[src/sv/rgbx_pkg.sv]
// Shared types, constants and channel widening function for the RGB16 expand/scale unit.
// No dependencies.
`timescale 1ns / 1ps
package rgbx_pkg;

  localparam int unsigned PIX_W    = 16;
  localparam int unsigned EXP_W    = 10;
  localparam int unsigned FRAC_W   = 8;
  localparam int unsigned FACTOR_W = 9;
  localparam int unsigned PROD_W   = EXP_W + FACTOR_W;
  localparam int unsigned FLO_W    = 4;
  localparam int unsigned FHI_W    = FACTOR_W - FLO_W;
  localparam int unsigned PLO_W    = EXP_W + FLO_W;
  localparam int unsigned PHI_W    = EXP_W + FHI_W;
  localparam int unsigned NUM_CH   = 3;
  localparam int unsigned OUT_W    = EXP_W * NUM_CH;
  localparam int unsigned CFG_IDX_W = 3;
  localparam int unsigned CFG_DAT_W = 9;

  localparam logic [FACTOR_W-1:0] FACTOR_MAX = 9'd256;
  localparam logic [3:0] WIDTH_MIN = 4'd5;
  localparam logic [3:0] WIDTH_MAX = 4'd8;

  typedef enum logic [CFG_IDX_W-1:0] {
    REG_SCALE_FACTOR   = 3'd0,
    REG_RED_POSITION   = 3'd1,
    REG_RED_WIDTH      = 3'd2,
    REG_GREEN_POSITION = 3'd3,
    REG_GREEN_WIDTH    = 3'd4,
    REG_BLUE_POSITION  = 3'd5,
    REG_BLUE_WIDTH     = 3'd6
  } reg_idx_t;

  typedef struct packed {
    logic [3:0] pos;
    logic [3:0] width;
  } chan_cfg_t;

  typedef struct packed {
    logic [PHI_W-1:0] hi;
    logic [PLO_W-1:0] lo;
  } part_prod_t;

  typedef chan_cfg_t [NUM_CH-1:0] chan_cfg_arr_t;
  typedef logic [NUM_CH-1:0][EXP_W-1:0] chan_exp_arr_t;
  typedef part_prod_t [NUM_CH-1:0] chan_prod_arr_t;

  function automatic logic [3:0] sat_width(input logic [3:0] w);
    logic [3:0] r;
    if (w < WIDTH_MIN) begin
      r = WIDTH_MIN;
    end else if (w > WIDTH_MAX) begin
      r = WIDTH_MAX;
    end else begin
      r = w;
    end
    return r;
  endfunction

  // Extract the channel and replicate its top bits below it to fill 10 bits.
  function automatic logic [EXP_W-1:0] extract_widen(input logic [PIX_W-1:0] pix,
                                                      input chan_cfg_t cfg);
    logic [PIX_W-1:0] sh;
    logic [7:0] v;
    logic [EXP_W-1:0] r;
    sh = pix >> cfg.pos;
    v  = sh[7:0];
    case (sat_width(cfg.width))
      4'd5:    r = {v[4:0], v[4:0]};
      4'd6:    r = {v[5:0], v[5:2]};
      4'd7:    r = {v[6:0], v[6:4]};
      default: r = {v[7:0], v[7:6]};
    endcase
    return r;
  endfunction

endpackage

[src/sv/rgbx_unpack_stage.sv]
// Stage 1: extract each channel from the pixel and widen it to 10 bits.
// Depends on rgbx_pkg.
`timescale 1ns / 1ps
module rgbx_unpack_stage import rgbx_pkg::*; (
  input  logic                clk,
  input  logic                rst_n,
  input  chan_cfg_arr_t       chan_cfg,
  input  logic                in_valid,
  output logic                in_ready,
  input  logic [PIX_W-1:0]    in_pixel,
  output logic                out_valid,
  input  logic                out_ready,
  output chan_exp_arr_t       out_exp
);

  logic          valid_r;
  chan_exp_arr_t exp_r;
  chan_exp_arr_t exp_nxt;

  assign in_ready = !valid_r || out_ready;

  always_comb begin
    for (int i = 0; i < NUM_CH; i++) begin
      exp_nxt[i] = extract_widen(in_pixel, chan_cfg[i]);
    end
  end

  always_ff @(posedge clk) begin
    if (!rst_n) begin
      valid_r <= 1'b0;
    end else if (in_ready) begin
      valid_r <= in_valid;
    end
  end

  always_ff @(posedge clk) begin
    if (in_ready && in_valid) begin
      exp_r <= exp_nxt;
    end
  end

  assign out_valid = valid_r;
  assign out_exp   = exp_r;

endmodule

[src/sv/rgbx_scale_stage.sv]
// Stage 2: form the low and high partial products of each widened channel and the
// saturated 1.8 scale factor. Depends on rgbx_pkg.
`timescale 1ns / 1ps
module rgbx_scale_stage import rgbx_pkg::*; (
  input  logic                clk,
  input  logic                rst_n,
  input  logic [FACTOR_W-1:0] factor,
  input  logic                in_valid,
  output logic                in_ready,
  input  chan_exp_arr_t       in_exp,
  output logic                out_valid,
  input  logic                out_ready,
  output chan_prod_arr_t      out_prod
);

  logic           valid_r;
  chan_prod_arr_t prod_r;
  chan_prod_arr_t prod_nxt;
  logic [FACTOR_W-1:0] factor_sat;

  assign in_ready   = !valid_r || out_ready;
  assign factor_sat = (factor > FACTOR_MAX) ? FACTOR_MAX : factor;

  always_comb begin
    for (int i = 0; i < NUM_CH; i++) begin
      prod_nxt[i].lo = PLO_W'(in_exp[i]) * PLO_W'(factor_sat[FLO_W-1:0]);
      prod_nxt[i].hi = PHI_W'(in_exp[i]) * PHI_W'(factor_sat[FACTOR_W-1:FLO_W]);
    end
  end

  always_ff @(posedge clk) begin
    if (!rst_n) begin
      valid_r <= 1'b0;
    end else if (in_ready) begin
      valid_r <= in_valid;
    end
  end

  always_ff @(posedge clk) begin
    if (in_ready && in_valid) begin
      prod_r <= prod_nxt;
    end
  end

  assign out_valid = valid_r;
  assign out_prod  = prod_r;

endmodule

[src/sv/rgbx_pack_stage.sv]
// Stage 3: sum the partial products, drop the fraction bits and pack the channels
// into the output register. Depends on rgbx_pkg.
`timescale 1ns / 1ps
module rgbx_pack_stage import rgbx_pkg::*; (
  input  logic             clk,
  input  logic             rst_n,
  input  logic             in_valid,
  output logic             in_ready,
  input  chan_prod_arr_t   in_prod,
  output logic             out_valid,
  input  logic             out_ready,
  output logic [OUT_W-1:0] out_word
);

  logic                          valid_r;
  logic [OUT_W-1:0]              word_r;
  logic [OUT_W-1:0]              word_nxt;
  logic [NUM_CH-1:0][PROD_W-1:0] sum;

  assign in_ready = !valid_r || out_ready;

  always_comb begin
    for (int i = 0; i < NUM_CH; i++) begin
      sum[i] = {in_prod[i].hi, {FLO_W{1'b0}}} + PROD_W'(in_prod[i].lo);
      word_nxt[i*EXP_W +: EXP_W] = sum[i][FRAC_W +: EXP_W];
    end
  end

  always_ff @(posedge clk) begin
    if (!rst_n) begin
      valid_r <= 1'b0;
    end else if (in_ready) begin
      valid_r <= in_valid;
    end
  end

  always_ff @(posedge clk) begin
    if (in_ready && in_valid) begin
      word_r <= word_nxt;
    end
  end

  assign out_valid = valid_r;
  assign out_word  = word_r;

endmodule

[src/sv/rgb16_expand_and_scale_unit.sv]
// Top level of the RGB16 expand/scale unit: configuration registers and three-stage pipeline.
// Depends on rgbx_pkg, rgbx_unpack_stage, rgbx_scale_stage, rgbx_pack_stage.
//
//   channel | ports                               | beat
//   --------+-------------------------------------+------------------------------
//   input   | in_valid, in_ready, in_pixel        | one 16-bit packed pixel
//   output  | out_valid, out_ready, out_scaled_word | one 30-bit scaled RGB word
//   config  | cfg_we, cfg_index, cfg_data         | one register write, no wait
//
// One beat per cycle while out_ready is high; the stages are unpack, partial products and sum.
// Each stage holds a valid bit; a stage refills as soon as its beat moves on.
// out_ready low stalls the pipe from the back; bubbles still collapse.
// Synchronous reset empties all stages and loads the default register values.
`timescale 1ns / 1ps
module rgb16_expand_and_scale_unit import rgbx_pkg::*; (
  input  logic                 clk,
  input  logic                 rst_n,
  input  logic                 cfg_we,
  input  logic [CFG_IDX_W-1:0] cfg_index,
  input  logic [CFG_DAT_W-1:0] cfg_data,
  input  logic                 in_valid,
  output logic                 in_ready,
  input  logic [PIX_W-1:0]     in_pixel,
  output logic                 out_valid,
  input  logic                 out_ready,
  output logic [OUT_W-1:0]     out_scaled_word
);

  logic [FACTOR_W-1:0] factor_r;
  chan_cfg_arr_t       chan_cfg_r;

  logic           s1_valid;
  logic           s1_ready;
  chan_exp_arr_t  s1_exp;
  logic           s2_valid;
  logic           s2_ready;
  chan_prod_arr_t s2_prod;

  always_ff @(posedge clk) begin
    if (!rst_n) begin
      factor_r         <= 9'd0;
      chan_cfg_r[0]    <= '{pos: 4'd11, width: 4'd5};
      chan_cfg_r[1]    <= '{pos: 4'd5,  width: 4'd6};
      chan_cfg_r[2]    <= '{pos: 4'd0,  width: 4'd5};
    end else if (cfg_we) begin
      case (cfg_index)
        REG_SCALE_FACTOR:   factor_r            <= cfg_data;
        REG_RED_POSITION:   chan_cfg_r[0].pos   <= cfg_data[3:0];
        REG_RED_WIDTH:      chan_cfg_r[0].width <= cfg_data[3:0];
        REG_GREEN_POSITION: chan_cfg_r[1].pos   <= cfg_data[3:0];
        REG_GREEN_WIDTH:    chan_cfg_r[1].width <= cfg_data[3:0];
        REG_BLUE_POSITION:  chan_cfg_r[2].pos   <= cfg_data[3:0];
        REG_BLUE_WIDTH:     chan_cfg_r[2].width <= cfg_data[3:0];
        default: ;
      endcase
    end
  end

  rgbx_unpack_stage u_unpack (
    .clk       (clk),
    .rst_n     (rst_n),
    .chan_cfg  (chan_cfg_r),
    .in_valid  (in_valid),
    .in_ready  (in_ready),
    .in_pixel  (in_pixel),
    .out_valid (s1_valid),
    .out_ready (s1_ready),
    .out_exp   (s1_exp)
  );

  rgbx_scale_stage u_scale (
    .clk       (clk),
    .rst_n     (rst_n),
    .factor    (factor_r),
    .in_valid  (s1_valid),
    .in_ready  (s1_ready),
    .in_exp    (s1_exp),
    .out_valid (s2_valid),
    .out_ready (s2_ready),
    .out_prod  (s2_prod)
  );

  rgbx_pack_stage u_pack (
    .clk       (clk),
    .rst_n     (rst_n),
    .in_valid  (s2_valid),
    .in_ready  (s2_ready),
    .in_prod   (s2_prod),
    .out_valid (out_valid),
    .out_ready (out_ready),
    .out_word  (out_scaled_word)
  );

endmodule

[config.mk]
export PLATFORM = sky130hd
export DESIGN_NAME = rgb16_expand_and_scale_unit
export DESIGN_NICKNAME = d
export VERILOG_FILES = /design/src/sv/rgbx_pkg.sv /design/src/sv/rgbx_unpack_stage.sv /design/src/sv/rgbx_scale_stage.sv /design/src/sv/rgbx_pack_stage.sv /design/src/sv/rgb16_expand_and_scale_unit.sv
export SDC_FILE = /design/constraint.sdc
export NUM_CORES = 1
export LEC_CHECK = 0
export ABC_AREA = 1
export BUFFER_PORTS_ARGS = -buffer_cell sky130_fd_sc_hd__buf_2
export CAP_MARGIN = 20
export CORE_ASPECT_RATIO = 1.2
export CORE_MARGIN = 2
export CORE_UTILIZATION = 67
export CTS_BUF_LIST = sky130_fd_sc_hd__clkbuf_4 sky130_fd_sc_hd__clkbuf_8
export CTS_CLUSTER_DIAMETER = 200
export DETAILED_ROUTE_END_ITERATION = 10
export PLACE_DENSITY = 0.85
export SKIP_CTS_REPAIR_TIMING = 1
export SYNTH_ARGS = -nofsm -noshare
export SYNTH_HDL_FRONTEND = slang
export SYNTH_HIERARCHICAL = 1
export SYNTH_SLANG_ARGS = --single-unit
[constraint.sdc]
create_clock -name clk -period 8.01 [get_ports clk]
set_input_delay 0.801 -clock clk [delete_from_list [all_inputs] [get_ports clk]]
set_output_delay 0.801 -clock clk [all_outputs]
set_load 0.03 [all_outputs]
Word-level counts from Yosys, hierarchy flattened
Index checks and enable logic that the tools add are counted.

storage, ports and cells
  register bits after elaboration = 180
  output and inout bits = 32
  logic and storage cells = 81

operators by class
  add/sub/neg operators = 3
  $mul = 6
  $lt $le $gt $ge = 7
  equal/unequal tests = 15
  shift operators = 3
  multiplexer cells = 10
  reductions and logical operators = 17

operator list
  kind                                                   count
  case mux 10 bit (3 select lines)                       3
  adder 18 x 14 -> 18 bit                                3
  >> shifter 16 x 4 -> 8 bit                             3
  multiplier 10 x 4 -> 14 bit                            3
  multiplier 10 x 5 -> 14 bit                            3
  equality test 4 x 3 -> 1 bit (second input constant)   9
  two-way mux 4 bit                                      6
  AND reduction 2 bit                                    7
  greater-than comparator 4 bit (second input constant)  3
  < comparator 4 x 3 -> 1 bit (second input constant)    3
  equality test 3 bit (second input constant)            3
  greater-than comparator 9 bit (second input constant)  1
  two-way mux 9 bit                                      1
  equality test 3 x 2 -> 1 bit (second input constant)   2
  equality test 3 x 1 -> 1 bit (second input constant)   1
  logical AND 1 bit                                      3
  logical NOT 1 bit                                      3
  logical NOT 3 bit                                      1
  logical OR 1 bit                                       3

Longest topological paths before layout
Gate-level depths: netlist of the first run.

  word-level depth = 5
  depth in mapped cells = 21

By module
The synthesis of the first run kept the hierarchy.

modules (own cells, without submodules)
  module                       instances  cells each  area an instance (sq um)  sequential area each (sq um)
  rgbx_scale_stage             1          1563        11706.2                   2632.5
  rgbx_unpack_stage            1          548         3549.7                    920.9
  rgbx_pack_stage              1          459         2915.3                    920.9
  rgb16_expand_and_scale_unit  1          197         1372.6                    660.6

Least setup slack after synthesis of the first run
Ideal clock, no wire load.

  path type = input to register
  from = input out_ready
  to = register u_scale.prod_r, in the netlist u_scale/out_prod[0], enable pin
  data arrival time = 5.141 ns
  required time = 7.449 ns
  path slack = 2.308 ns
  stages on the path = 4
  buffers on the path = 0
  path through = inv_1 nand2_1 inv_1 a21oi_1

between the ends
  cells in the longest elaborated chain, start to end = 3

RTL lines
  item                  line                               text
  start, declared       rgb16_expand_and_scale_unit.sv:25  input logic out_ready,
  logical OR 1 bit      rgbx_pack_stage.sv:20              assign in_ready = !valid_r || out_ready;
  via s2_ready          rgb16_expand_and_scale_unit.sv:36  logic s2_ready;
  logical OR 1 bit      rgbx_scale_stage.sv:21             assign in_ready = !valid_r || out_ready;
  logical AND 1 bit     rgbx_scale_stage.sv:40             if (in_ready && in_valid) begin
  end signal, assigned  rgbx_scale_stage.sv:41             prod_r <= prod_nxt;
  end, declared         rgbx_scale_stage.sv:17             chan_prod_arr_t prod_r;

The timed path passes the listed nets, and every way through them passes these cells.
A chain may end at the register's enable or synchronous reset.

==> results of run 1 <==
==> worst paths after layout <==
kind / startpoint / endpoint / slack [ns] / depth (start not counted)
setup / recovery: factor_r[8] / u_scale/out_prod[21] / 3.20 / 14
hold / removal: chan_cfg_r[18] / chan_cfg_r[18] / 0.49 / 2
setup reg to reg: factor_r[8] / u_scale/out_prod[21] / 3.20 / 14
hold reg to reg: chan_cfg_r[18] / chan_cfg_r[18] / 0.49 / 2
==> power groups by stage <==
stage                     Clock, W  Combinational [W]  Sequential, W
after global routing      0.000634           0.000638        0.00108
after CTS                 0.000610           0.000558        0.00107
final                     0.000592           0.000569        0.00107
after floorplan                  0           0.000412        0.00107
after global placement           0           0.000538        0.00109
after detailed placement         0           0.000555        0.00109
==> metrics by stage <==
stage	setup WS, ns	hold slack [ns]	power [W]
2_1_floorplan	3.057	0.4430	0.001486
3_3_place_gp	3.413	0.4613	0.001625
5_1_grt	2.874	0.5260	0.002350
3_5_place_dp	3.284	0.4742	0.001644
6_report	3.196	0.4914	0.002232
4_1_cts	3.249	0.4922	0.002238
==> flip-flops by register name, summed over array words and instances, names as in the netlist <==
name,count
u_unpack/out_valid,1
u_scale/out_prod,72
u_pack/out_word,30
factor_r,9
u_pack/out_valid,1
chan_cfg_r,24
u_unpack/out_exp,30
u_scale/out_valid,1
==> cell usage in the layout, fill, tap and decap left out, types with 4 or more instances in the layout <==
master	instances
clkinv_4	4
nand3_1	332
o21ai_0	4
clkbuf_8	17
nor2_1	286
ha_1	150
nor2_2	29
a21oi_1	45
inv_6	4
buf_4	4
clkinv_1	4
nand3_2	18
buf_2	64
edfxtp_1	132
inv_2	10
fa_1	120
nand2_2	17
nand4_1	54
and2_1	6
nand2_1	830
dfxtp_1	36
xor2_1	45
nor2_4	4
inv_1	502
==> layout make-up <==
cell class,count,area [sq um]
multi-input combinational,1969,11910
fill,2346,8063
sequential,168,4684
inverter,517,1961
tap,379,474.2
timing repair buffer,69,370.4
clock buffer,19,249.0
clock inverter,13,121.4
==> metal layers <==
layer	routed length [um]	part of all wire, %	vias to the layer above	GRT usage, %
met5	0	0	-	0
met3	2807	6.1	137	3.259
met2	22110	48	730	54.00
met4	1989	4.3	0	15.07
li1	-	-	8490	-
met1	18840	41	7963	40.26
==> worst reg2reg max path, stage by stage, from the launching register on <==
cell     delay [ns]
dfxtp_1        0.69
buf_4          0.36
inv_1          0.13
nand2_1        0.81
inv_1          0.35
nand2_1        0.18
fa_1           0.46
fa_1           0.56
inv_1          0.05
ha_1           0.37
nand2_1        0.12
nand3_1        0.17
nand2_1        0.11
nand2_1        0.08
xor2_1         0.14
==> run_results.csv, run 1 <==
group,metric,value,unit
clock_network,cts_buffers,17,
sta,finClkSkew,0.02213,ns
power_and_ir_drop,switching_share,35.13,%
power_and_ir_drop,leakage,11.06,nW
routing,drtAntennaViolNets,0,
critical_path,crit_top_cell,"nand2_1",
flow_run,drv_cap,0,
die,ioPinCount,65,
layout,drive_gt1_share,6.969,%
die,die_area,29580,sq um
layout,stdcell_area,19770,sq um
global_route,grt_pass1_wl,75.69,mm
power_and_ir_drop,p_clk_share,26.5,%
critical_path,critPathLaunchType,"flip-flop",
routing,wl_per_cell,14.60,um
power_and_ir_drop,p_int,0.001448,W
layout,finalNetCount,3045,
placement,portBuffers,64,
placement,placedCellCount,3101,
routing,vias_per_cell,5.526,
die,start_util,67.93,%
critical_path,worstSetupEndpointType,"flip-flop",
sta,slew_violations,0,
synth,syn_area_per_cell,6.984,sq um
sta,fmax,207.7,MHz
critical_path,critPathKind,"flip-flop to flip-flop",
power_and_ir_drop,p_comb_share,25.5,%
synth,yosys_warnings,6,
layout,diodes,0,
synth,synth_area,18910,sq um
hold_path,hold_class,"flip-flop to flip-flop",
routing,vias,17320,
die,rows,67,
critical_path,worstPathRequired,8.24,ns
critical_path,max_stage_delay,0.81,ns
global_route,grt_usage,31.70,%
routing,drc_errors,0,
power_and_ir_drop,vdd_drop_max,0.00008347,V
global_route,overflow,0,
placement,dp_hpwl,36.51,mm
sta,finalCritPeriodShare,60.10,%
layout,final_core_util,71.03,%
critical_path,path_delay_family,"simple AND/OR/NAND/NOR gates",
clock_network,insertion_delay,0.48,ns
routing,drt_iter0_markers,1333,
global_route,antenna_found_initial,0,
critical_path,crit_slowest_cell,"nand2_1",
clock_network,clk_pin_slew,0.10,ns
sta,max_slew_margin,27.85,%
critical_path,path_cells,"buf_4, inv_1, nand2_1, inv_1, nand2_1, fa_1, fa_1, inv_1, ha_1, nand2_1, nand3_1, nand2_1, nand2_1, xor2_1",
clock_network,cts-root-buf,"clkbuf_8",
clock_network,clock-sinks,168,
clock_network,htreeDepth,4,
clock_network,cts_tree,"done",
power_and_ir_drop,power_switching,0.0007844,W
routing,dr.pass1.iters,6,
power_and_ir_drop,powerDensity,112.9,nW/um^2
sta,setup_viol,0,
die,die_w,157.3,um
sta,finalHoldViolCount,0,
critical_path,crit_buf_inv,4,
sta,layout_min_cycle_time,4.814,ns
synth,netlist_instances,2707,
run_status,outcome,"completed",
power_and_ir_drop,power_frac_seq,48.0,%
sta,rsz0062_at_grt,"false",
global_route,grt_pass1_vias,16460,
global_route,grt_max_degree,73,
placement,placed_area,19380,sq um
critical_path,arrival,5.04,ns
critical_path,critPathMaxFanout,28,
layout,stdcell_count,3134,
placement,place_congestion,0.9324,
die,core,27830,sq um
die,fp.dieH,188.0,um
clock_network,clockBufferDepth,2,
synth,syn_nets,3010,
sta,worst_pin_slew,1.080,ns
layout,areaGrowthSynthToFinish,4.567,%
routing,drt-total-wl,45.76,mm
sta,timing.setup.tns,0,ns
(Power assumes the default switching activity.)
==> run 2: changes to the inputs <==
Settings changed: CORE_UTILIZATION 67 to 66, PLACE_DENSITY 0.85 to 0.84.
Clock period 8.01 ns to 4.5 ns, I/O delays scaled along.
==> run 2 against run 1 <==
Setup slack worse by 2.9 ns. Maximum frequency grew 15%. Register-to-register slack got worse by 2.9 ns. Highest routed layer unchanged. Worst hold slack worse by 0.29 ns. Via count decreased by 0.15%.
==> run_results.csv, run 2 (synthesis gave the netlist of run 1 again) <==
group,metric,value,unit
critical_path,arrival,4.42,ns
clock_network,htreeDepth,4,
routing,drt-total-wl,46.18,mm
critical_path,critPathMaxFanout,16,
critical_path,timing.rr.start,"factor_r[6]",
hold_path,holdPathStages,3,
sta,finalHoldViolCount,0,
power_and_ir_drop,vdd_drop_max,0.0001371,V
sta,finalCritPeriodShare,92.98,%
routing,drc_errors,0,
hold_path,hp-start,"cfg_data[3]",
critical_path,crit_top_cell,"nand2_1",
power_and_ir_drop,powerDensity,205.5,nW/um^2
global_route,grt_usage,31.72,%
routing,vias,17290,
critical_path,worstSetupEndpointType,"flip-flop",
global_route,overflow,0,
global_route,grt_pass1_vias,16370,
die,fp.dieH,189.4,um
clock_network,clk_pin_slew,0.09,ns
clock_network,cts_buffers,17,
layout,diodes,0,
routing,dr.pass1.iters,6,
routing,drt_iter0_markers,1336,
power_and_ir_drop,leakage,11.15,nW
routing,wl_per_cell,14.68,um
critical_path,critPathKind,"flip-flop to flip-flop",
routing,vias_per_cell,5.499,
layout,drive_gt1_share,7.411,%
layout,final_core_util,70.82,%
sta,finClkSkew,0.01151,ns
die,ioPinCount,65,
layout,multiInputGateArea,11910,sq um
routing,drtAntennaViolNets,0,
clock_network,insertion_delay,0.47,ns
layout,finalNetCount,3056,
die,core,28080,sq um
critical_path,worst-path-stages,18,
placement,place_congestion,0.9392,
critical_path,critPathLaunchType,"flip-flop",
layout,final_cell_mix,"830 x nand2_1, 502 x inv_1, 332 x nand3_1",
critical_path,path_delay_family,"adder cells",
critical_path,crit_slowest_cell,"fa_1",
placement,dp_hpwl,37.50,mm
critical_path,crit_buf_inv,4,
hold_path,hold_path_end,"chan_cfg_r[7]",
critical_path,path_cells,"nor2_2, nand2_1, o21ai_4, nand2_4, buf_4, nor2_2, fa_1, fa_1, inv_1, fa_1, inv_1, ha_1, nand2_1, inv_1, a21oi_1, nand3_1, nand2_1, nand2_1",
flow_run,drv_cap,0,
layout,ff_latch_area,4684,sq um
hold_path,hold_class,"primary input to flip-flop",
layout,layout_commonest_cell,"nand2_1",
critical_path,max_stage_delay,0.49,ns
global_route,antenna_found_initial,0,
sta,max_slew_margin,25.55,%
critical_path,reg2reg_to,"u_scale/out_prod[54]",
sta,layout_min_cycle_time,4.184,ns
global_route,grt_pass1_wl,76.06,mm
critical_path,rrSetupSlack,0.32,ns
sta,setup_viol,0,
die,start_util,67.32,%
critical_path,crit_path_start,"factor_r[6]",
clock_network,clockBufferDepth,2,
die,die_w,158.5,um
sta,timing.setup.tns,0,ns
sta,slew_violations,0,
die,rows,67,
die,die_area,30020,sq um
sta,worst_pin_slew,1.114,ns
clock_network,cts-root-buf,"clkbuf_8",
global_route,grt_max_degree,73,
sta,rsz0062_at_grt,"false",
placement,portBuffers,64,
clock_network,clock-sinks,168,
critical_path,r2r_cells,18,
layout,fillers,2354,
sta,fmax,239.0,MHz
run_status,outcome,"completed",
clock_network,cts_tree,"done",
layout,areaGrowthSynthToFinish,5.202,%
layout,largest_register_ff_count,72,
critical_path,worstPathRequired,4.73,ns
==> run 2: how the worst max path moves through the flow <==
stage | to | slack, ns
final | u_scale/out_prod[54] | 0.32
after global routing | u_scale/out_prod[55] | 0.06
after CTS | u_scale/out_prod[54] | 0.34
after detailed placement | u_scale/out_prod[83] | 0.35
after global placement | u_scale/out_prod[54] | 0.51
after floorplan | u_scale/out_prod[24] | 0.71
==> run 2: power by group <==
part,switching (W),internal (W),total (W)
registers,0.000101,0.00180,0.00190
logic,0.000699,0.000324,0.00102
clock network,0.000567,0.000594,0.00116
==> run 2: worst min-delay path, delay by kind of cell <==
| family | cells | cell delay [ns] |
|---|---|---|
| AND/OR/NAND/NOR | 2 | 0.11 |
| buffers and inverters | 1 | 0.09 |
==> run 2: final cells by class <==
| type | instances | share of cell area, % |
|---|---|---|
| clock inverters | 10 | 0.7172 |
| repair buffers | 80 | 2.214 |
| flip-flops and latches | 168 | 23.55 |
| inverters | 517 | 9.858 |
| well taps | 379 | 2.384 |
| clock buffers | 22 | 1.397 |
| multi-input cells | 1969 | 59.88 |
==> run 2: metal layers <==
| layer | up-vias | track usage, % | routed length [um] |
|---|---|---|---|
| met5 | - | 0 | 0 |
| met4 | 0 | 12.37 | 1593 |
| met3 | 111 | 3.754 | 2725 |
| met2 | 640 | 55.82 | 22800 |
| met1 | 8029 | 39.57 | 19060 |
| li1 | 8514 | - | - |
==> run 2: metrics by stage <==
| step | setup WS [ns] | cell area (sq um) | std cells | hold slack, ns | total power, W |
|---|---|---|---|---|---|
| after floorplan | 0.7055 | 18910 | 2707 | 0.4430 | 0.002644 |
| after CTS | 0.3421 | 19890 | 3145 | 0.1827 | 0.004093 |
| after detailed placement | 0.3475 | 19470 | 3113 | 0.4820 | 0.002936 |
| after global routing | 0.06018 | 19890 | 3145 | 0.1938 | 0.004312 |
| after global placement | 0.5125 | 19470 | 3113 | 0.4673 | 0.002905 |
| final | 0.3159 | 19890 | 3145 | 0.2062 | 0.004087 |
==> run 3: changes to the inputs <==
Settings changed: CORE_UTILIZATION 66 to 40, PLACE_DENSITY 0.84 to default.
==> run 3 against run 2 <==
Register-to-register slack gained 0.11 ns. Clock-buffer cell count unchanged. Global-route usage decreased by 13 points. Critical endpoint is now u_scale/out_prod[27]. Routed wire length is 0.25% higher. Setup slack gained 0.11 ns. Combinational power hardly changed. Clock skew rose by 0.013 ns. Utilization down 28 points. Cell count is 7.7% higher. Via count decreased by 4.2%. Clock power shrank 7%. Maximum frequency increased by 2.6%.
==> run_results.csv, run 3 (synthesis gave the netlist of run 1 again) <==
group,metric,value,unit
run_status,outcome,"completed",
global_route,busiest_layer,"met2",
critical_path,reg2reg_to,"u_scale/out_prod[27]",
power_and_ir_drop,p_int,0.002612,W
die,core,46810,sq um
sta,finClkSkew,0.02416,ns
routing,drt_iter0_markers,1041,
layout,finalNetCount,3053,
routing,drtAntennaViolNets,0,
clock_network,cts_buffers,17,
die,ioPinCount,65,
placement,portBuffers,64,
clock_network,htreeDepth,4,
sta,layout_min_cycle_time,4.077,ns
critical_path,worstSetupEndpoint,"u_scale/out_prod[27]",
routing,wl_per_cell,13.67,um
routing,drc_errors,0,
layout,largest_register_ff_count,72,
sta,setup_viol,0,
clock_network,cts-root-buf,"clkbuf_8",
sta,slew_violations,0,
sta,max_slew_margin,38.95,%
layout,layout_commonest_cell,"nand2_1",
power_and_ir_drop,vdd_drop_max,0.0001950,V
placement,place_congestion,0.8813,
power_and_ir_drop,power_frac_seq,47.6,%
die,start_util,40.39,%
routing,drt-total-wl,46.30,mm
die,die_area,49030,sq um
power_and_ir_drop,p_comb_share,25.2,%
sta,rsz0062_at_grt,"false",
routing,dr.pass1.iters,5,
global_route,grtUsageMet1,24.97,%
flow_run,drv_cap,0,
global_route,overflow,0,
sta,finalHoldViolCount,0,
power_and_ir_drop,p_clk_share,27.2,%
clock_network,clock-sinks,168,
critical_path,rrSetupSlack,0.42,ns
clock_network,insertion_delay,0.53,ns
placement,placedCellCount,3354,
hold_path,hold_class,"primary input to flip-flop",
sta,fmax,245.3,MHz
global_route,grt_max_degree,73,
critical_path,r2r_cells,16,
sta,timing.setup.tns,0,ns
layout,drive_gt1_share,7.275,%
global_route,met3_usage,2.112,%
clock_network,cts_tree,"done",
placement,dp_hpwl,37.93,mm
critical_path,critPathMaxFanout,23,
global_route,grt_pass1_vias,16120,
critical_path,timing.rr.start,"factor_r[7]",
sta,worst_pin_slew,0.9157,ns
clock_network,clk_pin_slew,0.09,ns
power_and_ir_drop,switching_share,34.50,%
power_and_ir_drop,leakage,11.12,nW
critical_path,critPathLaunchType,"flip-flop",
critical_path,arrival,4.36,ns
critical_path,critPathKind,"flip-flop to flip-flop",
global_route,grt_use_met2,32.78,%
clock_network,clockBufferDepth,2,
die,die_w,202.5,um
critical_path,worstPathRequired,4.79,ns
power_and_ir_drop,powerDensity,198.1,nW/um^2
sta,hold-worst-slack,0.1470,ns
power_and_ir_drop,p_total,0.003988,W
die,fp.dieH,242.2,um
layout,final_cell_mix,"830 x nand2_1, 503 x inv_1, 332 x nand3_1",
global_route,antenna_found_initial,1,
layout,areaGrowthSynthToFinish,6.493,%
critical_path,crit_path_start,"factor_r[7]",
global_route,grt_pass1_wl,76.82,mm
routing,vias,16560,
power_and_ir_drop,power_switching,0.001376,W
global_route,grt_usage,19.15,%
sta,finalCritPeriodShare,90.61,%
die,rows,87,
critical_path,worstSetupEndpointType,"flip-flop",
layout,stdcell_count,3387,
routing,vias_per_cell,4.890,
-- run 3: worst min path at each step --
stage                     cells past startpoint            end  slack [ns]           from
after floorplan                               2  chan_cfg_r[5]        0.44  chan_cfg_r[5]
after global placement                        2    factor_r[1]        0.46    factor_r[1]
after detailed placement                      2    factor_r[0]        0.48    factor_r[0]
after CTS                                     3  chan_cfg_r[7]        0.09    cfg_data[3]
after global routing                          3  chan_cfg_r[7]        0.14    cfg_data[3]
final                                         3  chan_cfg_r[7]        0.15    cfg_data[3]
-- run 3: per-stage QoR --
step                      setup slack, ns  util [%]  area, sq um
after floorplan                    0.7055         -        18910
final                              0.4227     43.01        20130
after detailed placement           0.4047     42.20        19750
after global placement             0.4516     42.20        19750
after global routing               0.1226     43.01        20130
after CTS                          0.3824     43.01        20130
-- run 3: layer usage --
| layer | up-vias | wire length [um] |
|---|---|---|
| li1 | 8505 | - |
| met1 | 7674 | 21380 |
| met2 | 328 | 22280 |
| met3 | 55 | 1537 |
| met4 | 0 | 1105 |
| met5 | - | 0 |
-- run 3: final cells by class --
type	count	area, sq um
Fill cell	4953	26670
Antenna cell	1	2.502
Multi-Input combinational cell	1969	11910
Clock inverter	10	95.09
Timing Repair Buffer	77	417.9
Clock buffer	22	284.0
Inverter	517	1961
Tap cell	623	779.5
Sequential cell	168	4684
-- run 3: critical path, stage by stage (launching register included) --
cell and delay (ns):
dfxtp_1 0.33, nor2_1 0.10, nand3_1 0.11, o21ai_4 0.27, nand2_4 0.29, nor2_2 0.18, fa_1 0.45, fa_1 0.54
inv_1 0.06, fa_1 0.54, inv_1 0.05, ha_1 0.39, nand2_1 0.12, nor2_1 0.15, nand3_1 0.12, nand4_1 0.09
nand2_1 0.06
-- run 3: power groups by stage --
stage	logic, W	clock network, W	registers [W]
after global placement	0.000988	0	0.00193
after detailed placement	0.00100	0	0.00194
final	0.00101	0.00108	0.00190
after floorplan	0.000734	0	0.00191
after CTS	0.00101	0.00114	0.00190
after global routing	0.00115	0.00119	0.00191
